<file path="config.mk">
export PLATFORM = sky130hd
export DESIGN_NAME = wavetable_sound_mixer_flat
export DESIGN_NICKNAME = d
export VERILOG_FILES = /design/src/design/wsm_pkg.sv /design/src/design/wsm_req_if.sv /design/src/design/wsm_res_if.sv /design/src/design/wsm_cfg_if.sv /design/src/design/wsm_div.sv /design/src/design/wavetable_sound_mixer.sv /design/src/flat_wrapper.sv
export SDC_FILE = /design/constraint.sdc
export NUM_CORES = 2
export LEC_CHECK = 0
export ABC_CLOCK_PERIOD_IN_PS = 17800
export BUFFER_PORTS_ARGS = -buffer_cell sky130_fd_sc_hd__buf_4
export CORE_MARGIN = 1.5
export CORE_UTILIZATION = 64
export CTS_CLUSTER_DIAMETER = 50
export CTS_CLUSTER_SIZE = 28
export DETAILED_ROUTE_END_ITERATION = 7
export GPL_ROUTABILITY_DRIVEN = 0
export GPL_TIMING_DRIVEN = 1
export PLACE_DENSITY = 0.86
export SETUP_SLACK_MARGIN = 0.3
export SLEW_MARGIN = 20
export SYNTH_ARGS = -nofsm -noshare
export SYNTH_HDL_FRONTEND = slang
export SYNTH_SLANG_ARGS = --single-unit
</file>
<file path="constraint.sdc">
create_clock -name clk -period 17.8 [get_ports clk]
set_input_delay 3.56 -clock clk [delete_from_list [all_inputs] [get_ports clk]]
set_output_delay 3.56 -clock clk [all_outputs]
set_load 0.01 [all_outputs]
</file>
<file path="src/design/wsm_pkg.sv">
// Types, constants and field layouts for the wavetable sound mixer.
package wsm_pkg;

  localparam int NUM_CH      = 4;
  localparam int CH_W        = 2;
  localparam int STEP_W      = 5;
  localparam int PHASE_W     = 16;
  localparam int FREQ_W      = 11;
  localparam int DIVISOR_W   = FREQ_W + 1;
  localparam int VOL_W       = 4;
  localparam int CH_SET_W    = 20;
  localparam int SWEEP_SET_W = 22;
  localparam int MIX_SET_W   = 7;
  localparam int MVOL_W      = 6;
  localparam int CFG_ADDR_W  = 3;
  localparam int CFG_DATA_W  = 22;
  localparam int WADDR_W     = 6;
  localparam int WDATA_W     = 8;
  localparam int VOICE_W     = 8;
  localparam int SAMPLE_W    = 16;
  localparam int SWEEP_CNT_W = 14;
  localparam int TICK_SHIFT  = 8;
  // Dividend is phase << 8; two quotient bits per cycle.
  localparam int DIV_STEPS   = (PHASE_W + TICK_SHIFT) / 2;
  localparam int DIV_CNT_W   = $clog2(DIV_STEPS);

  localparam logic [DIVISOR_W-1:0] FREQ_BASE   = DIVISOR_W'(2048);
  localparam logic [3:0]           STEP_CENTRE = 4'd8;
  localparam logic [WDATA_W-1:0]   WAVE_RESET  = 8'h88;

  // Channel settings fields
  localparam int CH_FREQ_LSB = 0;
  localparam int CH_LVOL_LSB = 11;
  localparam int CH_RVOL_LSB = 15;
  localparam int CH_ON_BIT   = 19;

  // Mix settings fields
  localparam int MIX_VOICE_ON  = 0;
  localparam int MIX_EN_LSB    = 1;
  localparam int MIX_VOICE_EN  = 5;
  localparam int MIX_SWEEP_EN  = 6;

  // Sweep settings fields
  localparam int SWP_ON_BIT  = 0;
  localparam int SWP_STEP_LSB = 1;
  localparam int SWP_PER_LSB = 9;

  localparam logic [CH_W-1:0] VOICE_CH = 2'd1;
  localparam logic [CH_W-1:0] SWEEP_CH = 2'd2;
  localparam logic [CH_W-1:0] LAST_CH  = 2'd3;

  typedef enum logic [CFG_ADDR_W-1:0] {
    REG_CH0   = 3'd0,
    REG_CH1   = 3'd1,
    REG_CH2   = 3'd2,
    REG_CH3   = 3'd3,
    REG_SWEEP = 3'd4,
    REG_MIX   = 3'd5,
    REG_MVOL  = 3'd6
  } cfg_reg_t;

  typedef enum logic {
    REQ_TICK  = 1'b0,
    REQ_WRITE = 1'b1
  } req_kind_t;

  typedef enum logic [2:0] {
    ST_IDLE,
    ST_CHECK,
    ST_DIV,
    ST_READ,
    ST_ACC,
    ST_MIX
  } state_t;

  typedef struct packed {
    logic                 start;
    logic [PHASE_W-1:0]   phase;
    logic [DIVISOR_W-1:0] divisor;
  } div_cmd_t;

  typedef struct packed {
    logic              done;
    logic [STEP_W-1:0] step;
  } div_rsp_t;

endpackage

</file>
<file path="src/design/wsm_req_if.sv">
// Request channel: sample ticks and wave memory writes.
interface wsm_req_if;
  import wsm_pkg::*;

  logic               valid;
  logic               ready;
  logic               req_type;
  logic [WADDR_W-1:0] wave_addr;
  logic [WDATA_W-1:0] wave_data;
  logic [VOICE_W-1:0] voice_sample;

  modport source (output valid, req_type, wave_addr, wave_data, voice_sample,
                  input ready);
  modport sink (input valid, req_type, wave_addr, wave_data, voice_sample,
                output ready);
endinterface

</file>
<file path="src/design/wsm_res_if.sv">
// Result channel: mixed left and right samples.
interface wsm_res_if;
  import wsm_pkg::*;

  logic                       valid;
  logic                       ready;
  logic signed [SAMPLE_W-1:0] left_sample;
  logic signed [SAMPLE_W-1:0] right_sample;

  modport source (output valid, left_sample, right_sample, input ready);
  modport sink (input valid, left_sample, right_sample, output ready);
endinterface

</file>
<file path="src/design/wsm_cfg_if.sv">
// Configuration write channel: register index and write data.
interface wsm_cfg_if;
  import wsm_pkg::*;

  logic                  valid;
  logic                  ready;
  logic [CFG_ADDR_W-1:0] addr;
  logic [CFG_DATA_W-1:0] data;

  modport source (output valid, addr, data, input ready);
  modport sink (input valid, addr, data, output ready);
endinterface

</file>
<file path="src/design/wsm_div.sv">
// Shared radix-4 restoring divider: low five bits of (phase << 8) / divisor.
module wsm_div (
  input  logic              clk,
  input  logic              rst,
  input  wsm_pkg::div_cmd_t cmd,
  output wsm_pkg::div_rsp_t rsp
);
  import wsm_pkg::*;

  localparam int NUM_W = PHASE_W + TICK_SHIFT;

  logic                 busy;
  logic                 done;
  logic [DIV_CNT_W-1:0] cnt;
  logic [NUM_W-1:0]     num;
  logic [DIVISOR_W-1:0] div;
  logic [DIVISOR_W-1:0] rem;
  logic [STEP_W-1:0]    quot;

  logic [DIVISOR_W:0]   r1, r2, dext;
  logic                 ge1, ge2;
  logic [DIVISOR_W-1:0] r1s, r2s;

  // Two dependent shift-compare-subtract steps per cycle
  always_comb begin
    dext = {1'b0, div};
    r1   = {rem, num[NUM_W-1]};
    ge1  = (r1 >= dext);
    r1s  = ge1 ? DIVISOR_W'(r1 - dext) : DIVISOR_W'(r1);
    r2   = {r1s, num[NUM_W-2]};
    ge2  = (r2 >= dext);
    r2s  = ge2 ? DIVISOR_W'(r2 - dext) : DIVISOR_W'(r2);
  end

  // Sequence control: stay busy until the last step is counted, then pulse done
  always_ff @(posedge clk) begin
    if (rst) begin
      busy <= 1'b0;
      done <= 1'b0;
      cnt  <= '0;
    end else begin
      done <= 1'b0;
      if (cmd.start) begin
        busy <= 1'b1;
        cnt  <= '0;
      end else if (busy) begin
        cnt <= cnt + 1'b1;
        if (cnt == DIV_CNT_W'(DIV_STEPS - 1)) begin
          busy <= 1'b0;
          done <= 1'b1;
        end
      end
    end
  end

  // Datapath: load operands, then shift two bits a cycle
  always_ff @(posedge clk) begin
    if (cmd.start) begin
      num  <= {cmd.phase, TICK_SHIFT'(0)};
      div  <= cmd.divisor;
      rem  <= '0;
      quot <= '0;
    end else if (busy) begin
      num  <= {num[NUM_W-3:0], 2'b00};
      rem  <= r2s;
      quot <= {quot[STEP_W-3:0], ge1, ge2};
    end
  end

  assign rsp.done = done;
  assign rsp.step = quot;

endmodule

</file>
<file path="src/design/wavetable_sound_mixer.sv">
// Top level of the four-channel wavetable sound mixer.
//
//   channel  direction  payload
//   cfg      in         addr (register index), data
//   req      in         req_type, wave_addr, wave_data, voice_sample
//   res      out        left_sample, right_sample
//
// A wave write leaves the block idle, so it stays ready for the next request.
// A sample tick walks the channels in order through check, divide, read and
// accumulate, skips the shared divider for a silent channel, then mixes the sums.
// The result sits in an output register, so writes and the next tick are taken
// while it waits; the final mix stalls only if the previous result is still held.
// Reset is synchronous; wave memory reads as 8 per step until a byte is written.
module wavetable_sound_mixer (
  input logic     clk,
  input logic     rst,
  wsm_cfg_if.sink cfg,
  wsm_req_if.sink req,
  wsm_res_if.source res
);
  import wsm_pkg::*;

  localparam int WORDS  = 1 << WADDR_W;
  localparam int SUM_W  = 11;
  localparam int TOT_W  = SUM_W + 1;
  localparam int PROD_W = TOT_W + MVOL_W + 1;

  // Configuration registers
  logic [CH_SET_W-1:0]    ch_set [NUM_CH];
  logic [SWEEP_SET_W-1:0] sweep_set;
  logic [MIX_SET_W-1:0]   mix_set;
  logic [MVOL_W-1:0]      mvol;

  // Channel and sweep state
  logic [PHASE_W-1:0]            phase_count [NUM_CH];
  logic [STEP_W-1:0]             last_step [NUM_CH];
  logic [FREQ_W-1:0]             swept_freq;
  logic signed [SWEEP_CNT_W-1:0] sweep_cnt;

  // Wave memory, one byte per step pair
  logic [WDATA_W-1:0] wmem [WORDS];
  logic [WORDS-1:0]   wvalid;
  logic [WDATA_W-1:0] rd_byte;
  logic               rd_ok;

  // Sequencer and datapath registers
  state_t                     state, state_next;
  logic [CH_W-1:0]            ch;
  logic [STEP_W-1:0]          idx;
  logic signed [SUM_W-1:0]    lsum, rsum;
  logic signed [VOICE_W-1:0]  voice;
  logic                       out_valid;
  logic signed [SAMPLE_W-1:0] out_left, out_right;

  div_cmd_t div_cmd;
  div_rsp_t div_rsp;

  logic                       req_fire, tick_fire, write_fire, out_free;
  logic [CH_SET_W-1:0]        cur_set;
  logic                       voice_on, sweep_on, ch_active;
  logic [FREQ_W-1:0]          cur_freq;
  logic [3:0]                 nib;
  logic signed [4:0]          step_val;
  logic signed [9:0]          lprod, rprod;
  logic signed [TOT_W-1:0]    ltot, rtot;
  logic signed [PROD_W-1:0]   lmix, rmix;
  logic signed [SAMPLE_W-1:0] lsat, rsat;
  logic signed [7:0]          sweep_step;

  wsm_div u_div (
    .clk (clk),
    .rst (rst),
    .cmd (div_cmd),
    .rsp (div_rsp)
  );

  assign req_fire   = req.valid && req.ready;
  assign tick_fire  = req_fire && (req.req_type == REQ_TICK);
  assign write_fire = req_fire && (req.req_type == REQ_WRITE);
  assign out_free   = !out_valid || res.ready;

  assign cfg.ready        = 1'b1;
  assign req.ready        = (state == ST_IDLE);
  assign res.valid        = out_valid;
  assign res.left_sample  = out_left;
  assign res.right_sample = out_right;

  // Decode the current channel's play condition
  always_comb begin
    cur_set   = ch_set[ch];
    voice_on  = mix_set[MIX_VOICE_ON] && mix_set[MIX_VOICE_EN];
    sweep_on  = sweep_set[SWP_ON_BIT];
    ch_active = cur_set[CH_ON_BIT] && mix_set[MIX_EN_LSB + 32'(ch)]
                && !(ch == VOICE_CH && voice_on)
                && !(ch == SWEEP_CH && sweep_on && !mix_set[MIX_SWEEP_EN]);
    cur_freq  = (ch == SWEEP_CH) ? swept_freq : cur_set[CH_FREQ_LSB +: FREQ_W];
  end

  // Scale the fetched step by both volumes
  always_comb begin
    nib      = rd_ok ? (idx[0] ? rd_byte[7:4] : rd_byte[3:0]) : STEP_CENTRE;
    step_val = $signed({1'b0, nib}) - $signed({1'b0, STEP_CENTRE});
    lprod    = step_val * $signed({1'b0, cur_set[CH_LVOL_LSB +: VOL_W]});
    rprod    = step_val * $signed({1'b0, cur_set[CH_RVOL_LSB +: VOL_W]});
  end

  // Add voice, apply master volume and saturate
  always_comb begin
    ltot = TOT_W'(lsum) + TOT_W'(voice);
    rtot = TOT_W'(rsum) + TOT_W'(voice);
    lmix = ltot * $signed({1'b0, mvol});
    rmix = rtot * $signed({1'b0, mvol});
    if (lmix > PROD_W'(32767))       lsat = 16'sh7fff;
    else if (lmix < -PROD_W'(32768)) lsat = -16'sh8000;
    else                             lsat = SAMPLE_W'(lmix);
    if (rmix > PROD_W'(32767))       rsat = 16'sh7fff;
    else if (rmix < -PROD_W'(32768)) rsat = -16'sh8000;
    else                             rsat = SAMPLE_W'(rmix);
  end

  assign sweep_step = $signed(sweep_set[SWP_STEP_LSB +: 8]);

  // Next state and divider start
  always_comb begin
    state_next        = state;
    div_cmd.start     = 1'b0;
    div_cmd.phase     = phase_count[ch];
    div_cmd.divisor   = FREQ_BASE - {1'b0, cur_freq};
    unique case (state)
      ST_IDLE: begin
        if (tick_fire) state_next = ST_CHECK;
      end
      ST_CHECK: begin
        if (ch_active) begin
          div_cmd.start = 1'b1;
          state_next    = ST_DIV;
        end else if (ch == LAST_CH) begin
          state_next = ST_MIX;
        end
      end
      ST_DIV: begin
        if (div_rsp.done) state_next = ST_READ;
      end
      ST_READ: state_next = ST_ACC;
      ST_ACC:  state_next = (ch == LAST_CH) ? ST_MIX : ST_CHECK;
      ST_MIX: begin
        if (out_free) state_next = ST_IDLE;
      end
      default: state_next = ST_IDLE;
    endcase
  end

  // Hold the state register
  always_ff @(posedge clk) begin
    if (rst) state <= ST_IDLE;
    else     state <= state_next;
  end

  // Write configuration registers and run the sweep on each tick while it is on with a nonzero step
  always_ff @(posedge clk) begin
    if (rst) begin
      for (int i = 0; i < NUM_CH; i++) ch_set[i] <= '0;
      sweep_set  <= '0;
      mix_set    <= MIX_SET_W'(126);
      mvol       <= MVOL_W'(4);
      swept_freq <= '0;
      sweep_cnt  <= '0;
    end else begin
      if (tick_fire && sweep_on && sweep_step != 8'sd0) begin
        if (sweep_cnt < 0) begin
          sweep_cnt  <= $signed({1'b0, sweep_set[SWP_PER_LSB +: 13]}) - 14'sd1;
          swept_freq <= swept_freq + FREQ_W'(sweep_step);
        end else begin
          sweep_cnt <= sweep_cnt - 14'sd1;
        end
      end
      if (cfg.valid && cfg.ready) begin
        unique case (cfg.addr) inside
          REG_CH0, REG_CH1, REG_CH2, REG_CH3: begin
            ch_set[cfg.addr[CH_W-1:0]] <= cfg.data[CH_SET_W-1:0];
            if (cfg.addr == REG_CH2) swept_freq <= cfg.data[FREQ_W-1:0];
          end
          REG_SWEEP: sweep_set <= cfg.data[SWEEP_SET_W-1:0];
          REG_MIX:   mix_set   <= cfg.data[MIX_SET_W-1:0];
          REG_MVOL:  mvol      <= cfg.data[MVOL_W-1:0];
          default:   ;
        endcase
      end
    end
  end

  // Write wave bytes and read one byte per playing channel
  always_ff @(posedge clk) begin
    if (write_fire) wmem[req.wave_addr] <= req.wave_data;
    if (state == ST_READ) rd_byte <= wmem[{ch, idx[STEP_W-1:1]}];
  end

  // Track which wave bytes have been written since reset
  always_ff @(posedge clk) begin
    if (rst) begin
      wvalid <= '0;
      rd_ok  <= 1'b0;
    end else begin
      if (write_fire) wvalid[req.wave_addr] <= 1'b1;
      if (state == ST_READ) rd_ok <= wvalid[{ch, idx[STEP_W-1:1]}];
    end
  end

  // Advance channel state: phase, last step, channel index
  always_ff @(posedge clk) begin
    if (rst) begin
      for (int i = 0; i < NUM_CH; i++) begin
        phase_count[i] <= '0;
        last_step[i]   <= '0;
      end
      ch <= '0;
    end else begin
      unique case (state)
        ST_IDLE: begin
          if (tick_fire) ch <= '0;
        end
        ST_CHECK: begin
          if (!ch_active && ch != LAST_CH) ch <= ch + 1'b1;
        end
        ST_READ: begin
          if (idx == '0 && last_step[ch] != '0) phase_count[ch] <= PHASE_W'(1);
          else phase_count[ch] <= phase_count[ch] + 1'b1;
          last_step[ch] <= idx;
        end
        ST_ACC: begin
          if (ch != LAST_CH) ch <= ch + 1'b1;
        end
        default: ;
      endcase
    end
  end

  // Capture the voice term, the step index and the channel sums
  always_ff @(posedge clk) begin
    if (tick_fire) begin
      lsum  <= '0;
      rsum  <= '0;
      voice <= voice_on ? $signed({~req.voice_sample[7], req.voice_sample[6:0]}) : 8'sd0;
    end
    if (state == ST_DIV && div_rsp.done) idx <= div_rsp.step;
    if (state == ST_ACC) begin
      lsum <= lsum + SUM_W'(lprod);
      rsum <= rsum + SUM_W'(rprod);
    end
  end

  // Hold the result until the sink takes it
  always_ff @(posedge clk) begin
    if (rst) begin
      out_valid <= 1'b0;
    end else if (state == ST_MIX && out_free) begin
      out_valid <= 1'b1;
    end else if (res.ready) begin
      out_valid <= 1'b0;
    end
  end

  always_ff @(posedge clk) begin
    if (state == ST_MIX && out_free) begin
      out_left  <= lsat;
      out_right <= rsat;
    end
  end

endmodule

</file>
<file path="src/flat_wrapper.sv">
// flat-port wrapper written by rule: the top's interface ports become plain ports
module wavetable_sound_mixer_flat import wsm_pkg::*;
  (clk, rst, cfg_valid, cfg_addr, cfg_data, cfg_ready, req_valid, req_req_type, req_wave_addr, req_wave_data, req_voice_sample, req_ready, res_valid, res_left_sample, res_right_sample, res_ready);
  wsm_cfg_if cfg_i ();
  wsm_req_if req_i ();
  wsm_res_if res_i ();
  input logic clk;
  input logic rst;
  input wire logic [$bits(cfg_i.valid)-1:0] cfg_valid;
  input wire logic [$bits(cfg_i.addr)-1:0] cfg_addr;
  input wire logic [$bits(cfg_i.data)-1:0] cfg_data;
  output wire logic [$bits(cfg_i.ready)-1:0] cfg_ready;
  input wire logic [$bits(req_i.valid)-1:0] req_valid;
  input wire logic [$bits(req_i.req_type)-1:0] req_req_type;
  input wire logic [$bits(req_i.wave_addr)-1:0] req_wave_addr;
  input wire logic [$bits(req_i.wave_data)-1:0] req_wave_data;
  input wire logic [$bits(req_i.voice_sample)-1:0] req_voice_sample;
  output wire logic [$bits(req_i.ready)-1:0] req_ready;
  output wire logic [$bits(res_i.valid)-1:0] res_valid;
  output wire logic [$bits(res_i.left_sample)-1:0] res_left_sample;
  output wire logic [$bits(res_i.right_sample)-1:0] res_right_sample;
  input wire logic [$bits(res_i.ready)-1:0] res_ready;
  assign cfg_i.valid = cfg_valid;
  assign cfg_i.addr = cfg_addr;
  assign cfg_i.data = cfg_data;
  assign cfg_ready = cfg_i.ready;
  assign req_i.valid = req_valid;
  assign req_i.req_type = req_req_type;
  assign req_i.wave_addr = req_wave_addr;
  assign req_i.wave_data = req_wave_data;
  assign req_i.voice_sample = req_voice_sample;
  assign req_ready = req_i.ready;
  assign res_valid = res_i.valid;
  assign res_left_sample = res_i.left_sample;
  assign res_right_sample = res_i.right_sample;
  assign res_i.ready = res_ready;
  wavetable_sound_mixer u_core (.clk(clk), .rst(rst), .cfg(cfg_i), .req(req_i), .res(res_i));
endmodule
</file>
# Word level (Yosys, flattened, before mapping)
# Memories as Yosys holds them, arrays and structs flattened. A register that Yosys moved wholly into a read port is not among the register bits.
# Index checks and enable logic that the tools add are counted.
[classes]
add_sub_neg = 15
mul = 4
n_lt_le_gt_ge = 11
eq_ne = 22
n_mux = 78
n_bitwise = 5
n_reduce_logical = 43
[op_table]
columns = ["op", "count"]
rows = [
  ["two-way mux 11 bit", 9],
  ["two-way mux 16 bit", 4],
  ["bitwise OR 64 bit", 1],
  ["two-way mux 24 bit", 2],
  ["> comparator 19 x 16 -> 1 bit, second input constant", 2],
  ["< comparator 19 x 16 -> 1 bit, second input constant", 2],
  ["multiplier 12 x 7 -> 19 bit", 2],
  ["two-way mux 1 bit", 33],
  ["< comparator 32 x 4 -> 1 bit, second input constant", 1],
  [">= comparator 13 x 12 -> 1 bit", 2],
  ["adder 11 x 8 -> 12 bit", 2],
  ["two-way mux 12 bit", 2],
  ["two-way mux 2 bit", 12],
  ["subtractor 12 bit", 2],
  ["adder 11 x 10 -> 11 bit", 2],
  ["multiplier 5 x 5 -> 10 bit", 2],
  ["two-way mux 20 bit", 1],
  ["OR reduction 20 bit", 1],
  ["two-way mux 3 bit", 6],
  ["one-hot mux 3 bit (6 select lines)", 1],
  ["logical AND 1 bit", 17],
  ["adder 16 x 1 -> 16 bit, second input constant", 1],
  ["OR reduction 16 bit", 1],
  ["== test 3 bit, second input constant", 5],
  ["42 further kinds", 65],
]
[word_totals]
ff_bits = 249
mem_bits_rw = 676
input_bits = 53
out_inout_bits = 35
word_cells = 205
n_memories = 4
[memory_table]
columns = ["memory", "words", "width", "read_ports", "rd_clocked_by_memory_dff", "wr", "line", "text"]
rows = [
  ["u_core.wmem", 64, 8, 1, 1, 1, "wavetable_sound_mixer.sv:41", "logic [WDATA_W-1:0] wmem [WORDS];"],
  ["u_core.ch_set", 4, 20, 1, 1, 4, "wavetable_sound_mixer.sv:29", "logic [CH_SET_W-1:0] ch_set [NUM_CH];"],
  ["u_core.phase_count", 4, 16, 1, 1, 4, "wavetable_sound_mixer.sv:35", "logic [PHASE_W-1:0] phase_count [NUM_CH];"],
  ["u_core.last_step", 4, 5, 1, 1, 4, "wavetable_sound_mixer.sv:36", "logic [STEP_W-1:0] last_step [NUM_CH];"],
]

# Depth between registers and ports, before layout
[logic_depth]
word_depth = 12
mapped_depth = 29

# Cells and area by module
# A second synthesis with hierarchy kept.
[unflattened]
cells_unflattened = 3584
hier_area_um2 = 47918.5
[modules_own_cells]
columns = ["module", "instances", "cells_per_inst", "area_per_inst_um2", "seq_area_each_um2"]
rows = [
  ["wavetable_sound_mixer", 1, 3260, 44657.8, 25214.2],
  ["wsm_div", 1, 324, 3260.6, 1301.2],
]

# Least setup slack after synthesis
# Ideal clock, no wire load.
[synth_timing]
path_type = "reg2reg"
start = "register u_core.voice[0]"
end = "register u_core.out_left[10], in the netlist u_core.res.left_sample[10] (data pin)"
setup_ps = 254
arrival_time_ps = 6614
path_slack_ps = 10932
path_stages_with_launch = 28
period_less_slack_ps = 6868
cell_sequence = "edfxtp_1 ha_1 inv_1 fa_1 nor2b_1 o21ai_0 a21boi_0 o21ai_0 a21oi_1 nor2_1 o311ai_0 and2_1 fa_1 fa_1 fa_1 inv_1 fa_1 inv_1 ha_1 o21ai_0 o21bai_1 o22ai_1 o21bai_1 a21oi_1 xnor2_1 o31a_1 clkbuf_1 o21a_1"
[synth_between]
elab_chain_len = 4
elab_cells_between_ends = 5
classes_between = "1 x add/sub; 1 x mul; 2 x order compare; 1 x mux"
[synth_lines]
columns = ["item", "line", "text"]
rows = [
  ["start, declared", "wavetable_sound_mixer.sv:51", "logic signed [VOICE_W-1:0] voice;"],
  ["start signal, assigned", "wavetable_sound_mixer.sv:243", "voice <= voice_on ? $signed({~req.voice_sample[7], req.voice_sample[6:0]}) : 8'sd0;"],
  ["adder 11 x 8 -> 12 bit (*)", "wavetable_sound_mixer.sv:109", "ltot = TOT_W'(lsum) + TOT_W'(voice);"],
  ["multiplier 12 x 7 -> 19 bit (*)", "wavetable_sound_mixer.sv:111", "lmix = ltot * $signed({1'b0, mvol});"],
  ["< comparator 19 x 16 -> 1 bit", "wavetable_sound_mixer.sv:114", "else if (lmix < -PROD_W'(32768)) lsat = -16'sh8000;"],
  ["two-way mux 16 bit", "wavetable_sound_mixer.sv:114", ""],
  ["end signal, assigned", "wavetable_sound_mixer.sv:265", "out_left <= lsat;"],
  ["end, declared", "wavetable_sound_mixer.sv:53", "logic signed [SAMPLE_W-1:0] out_left, out_right;"],
]
# Mark *: on every way between the ends. The rest lies on a longest branch, timed or not.
# A chain may end at the register's enable or synchronous reset.

# Worst setup path after layout
[layout_timing]
start = "register u_core.lsum[0]"
end = "register u_core.out_left[14], in the netlist u_core.res.left_sample[14] (data pin)"
[layout_between]
elab_chain_len = 4
elab_cells_between_ends = 5
classes_between = "1 x add/sub; 1 x mul; 2 x order compare; 1 x mux"
[layout_lines]
columns = ["item", "line", "text"]
rows = [
  ["start, declared", "wavetable_sound_mixer.sv:50", "logic signed [SUM_W-1:0] lsum, rsum;"],
  ["start signal, assigned", "wavetable_sound_mixer.sv:247", "lsum <= lsum + SUM_W'(lprod);"],
  ["adder 11 x 8 -> 12 bit (*)", "wavetable_sound_mixer.sv:109", ""],
  ["multiplier 12 x 7 -> 19 bit (*)", "wavetable_sound_mixer.sv:111", ""],
  ["< comparator 19 x 16 -> 1 bit", "wavetable_sound_mixer.sv:114", ""],
  ["two-way mux 16 bit", "wavetable_sound_mixer.sv:114", ""],
]
# Marked as above.

==> reports/results.txt <==
Post-synthesis cell type count - 74
Die width - 276 µm
Fin Hold WS - 431 ps
WS Path Type - register to register
Clk Latency, worst-skew pair - 680 ps
Placed Cells - 4,447
Crit. End Element - register
MaxCap Viol Count - 0
GRT Overall Usage - 0.299
Main synth FF type - edfxtp_1
Resized cells post-CTS - 0
Post-route ant nets - 0
Worst-Margin Slew - 1120 ps
Clock slew at reported path FFs - 70 ps
Clk Tree Root Cell - clkbuf_16
FF-to-FF Start - u_core.lsum[0]
Fmax achieved - 127 MHz
H-tree levels - 3
Remaining DRCs - 0
Hold-fix buffers, CTS - 0
Synth top area cells - edfxtp_1 49%, mux4_2 11%, dfxtp_1 6.6%, fa_1 6.2%, ha_1 4.8%
# IOs - 88
WL final - 111 mm
CORE AREA - 73,300 µm²
Fin. Hold Viols - 0
Synth Area per Inst - 13.5 µm²
Post-Syn Instances - 3,532
Nets - 3,959
CP top delay family - compound AO/OA/AOI/OAI gates
Crit path buffers/inverters - 3
Post-synth ARST share - 0
Max transition margin - 0.250
CP Max Fanout - 15
Setup_tns - 0 ps
Min-delay worst type - register to register
Worst Setup SP - u_core.lsum[0]
Vias post-DR - 29,368
Status - complete, no violations
Largest stage delay, worst path - 890 ps
Largest net degree at the start of global routing - 150
CTS tree - yes
Minimum clock period - 7890 ps
Worst EP required - 18,330 ps
Crit path max-delay cell type - o311ai_0
Crit path DAT - 8420 ps
Die Ht - 276 µm
Initial antenna violation count - 0
Post-CTS setup buffers - 0
Yosys reg bits - 935
Power Dens Cells - 102 nW/µm²
I/O Buffers - 86
Worst-case clock skew - 39.3 ps
Vias in the first global route - 29,733
CTS buffer count - 85
Syn-to-layout area delta - 9.49%
Worst VDD drop - 0.105 mV
Hold Path Origin - u_core.u_div.quot[4]
1st-iter DRT viols - 2,873
Total power - 5.35 mW
RSZ-0062 raised after global routing - no
Mapped Area - 47,700 µm²
EDFF count, synth - 779
Max-slew violations - 0
Gr ovfl total - 0
Final setup violation count - 0
Synth top area share - 0.491
Initial Util - 0.650
Share of layout cells above drive strength 1 - 0.153
FP Rows - 99
Fin cells - 4,606
Seq/Total Area, Yosys - 0.556
Detailed Routing Iterations Pass 1 - 6
CTS sink count - 935
Period utilisation layout - 0.443
N_diodes - 0
HPWL Detailed - 70.5 mm
Mapped Nets - 3,916
First-pass GRT wire length - 172 mm
CP Launch Type - register
Warnings, synthesis - 0
P_leak - 19.5 nW
DIE AREA - 76,100 µm²
DR vias/cell - 6.38
Area leader, netlist - edfxtp_1
Clock Path Buffers - 3
DR WL/cell - 24.1 µm
worst paths after layout:
path                                                   end  cells after the start  slack (ps)
worst max-delay path            u_core.res.left_sample[14]                     26        9910
worst min-delay path                         u_core.idx[4]                      0         430
worst max register to register  u_core.res.left_sample[14]                     26        9910
worst min register to register               u_core.idx[4]                      0         430
placed cells by master (no fill, tap or decap), drive strengths merged, types with 85 or more instances in the layout:
cell type and n:
edfxtp 779, nor2 451, inv 332, mux4 225
ha 184, nand2 173, dfxtp 156, fa 147
a21oi 122, and2 115, buf 109, clkbuf 92
xnor2 85
per-stage QoR:
stage | instance area [µm²] | setup WS (ps) | utilization
after floorplan | 47700 | 10930 | -
after global placement | 49100 | 10420 | 0.670
after detailed placement | 49100 | 10100 | 0.670
after CTS | 52200 | 10110 | 0.712
after global routing | 52200 | 9300 | 0.712
final | 52200 | 9910 | 0.712
where the power goes:
part           leakage (nW)  total (mW)  internal [mW]  switching (mW)
Clock                  1.47        1.98           1.01           0.967
Combinational          9.59       0.902          0.381           0.521
Sequential             8.46        2.47           2.43          0.0369
cells by family after synthesis:
kind of cell,count (synthesis),share of synthesized area
AND/OR/NAND/NOR,1038,0.103
flip-flops,935,0.556
buffers and inverters,451,0.0361
AO/OA/AOI/OAI,347,0.0480
adder cells (fa/ha/maj),331,0.110
multiplexers,297,0.122
XOR/XNOR,132,0.0248
other,1,0.0000787
per-layer routing:
| metal | track usage | vias up | wire, µm |
|---|---|---|---|
| met4 | 0.127 | 0 | 4920 |
| met2 | 0.507 | 1563 | 56300 |
| met3 | 0.0434 | 273 | 9210 |
| met1 | 0.388 | 14640 | 40800 |
| li1 | - | 12892 | - |
| met5 | 0 | - | 0 |
layout make-up:
type                    count  area (µm²)
clock inverters            67         867
multi-input cells        2146       19500
repair buffers            109         843
inverters                 298        1120
flip-flops and latches    935       26500
fillers                  4510       21100
well taps                 959        1200
clock buffers              92        2190
synthesized netlist by cell type (54+ instances only):
cell type,count
nand3_1,54
mux4_2,225
dfxtp_1,156
fa_1,147
a21oi_1,122
nor2_1,451
xnor2_1,85
and2_1,115
nand2_1,173
clkbuf_1,119
ha_1,184
inv_1,297
edfxtp_1,779
flip-flops by register name, summed over array words and instances (netlist names), 6 cells and up, named ones only:
name	count
u_core.lsum	11
u_core.wvalid	64
u_core.wmem	512
u_core.res.right_sample	16
u_core.phase_count	64
u_core.ch_set	80
u_core.rd_byte	8
u_core.mix_set	7
u_core.swept_freq	11
u_core.sweep_cnt	14
u_core.mvol	6
u_core.u_div.div	12
u_core.sweep_set	22
u_core.u_div.rem	12
u_core.u_div.num	16
u_core.rsum	11
u_core.last_step	20
u_core.res.left_sample	16
u_core.voice	8
Power figures use the tool's default switching activity.
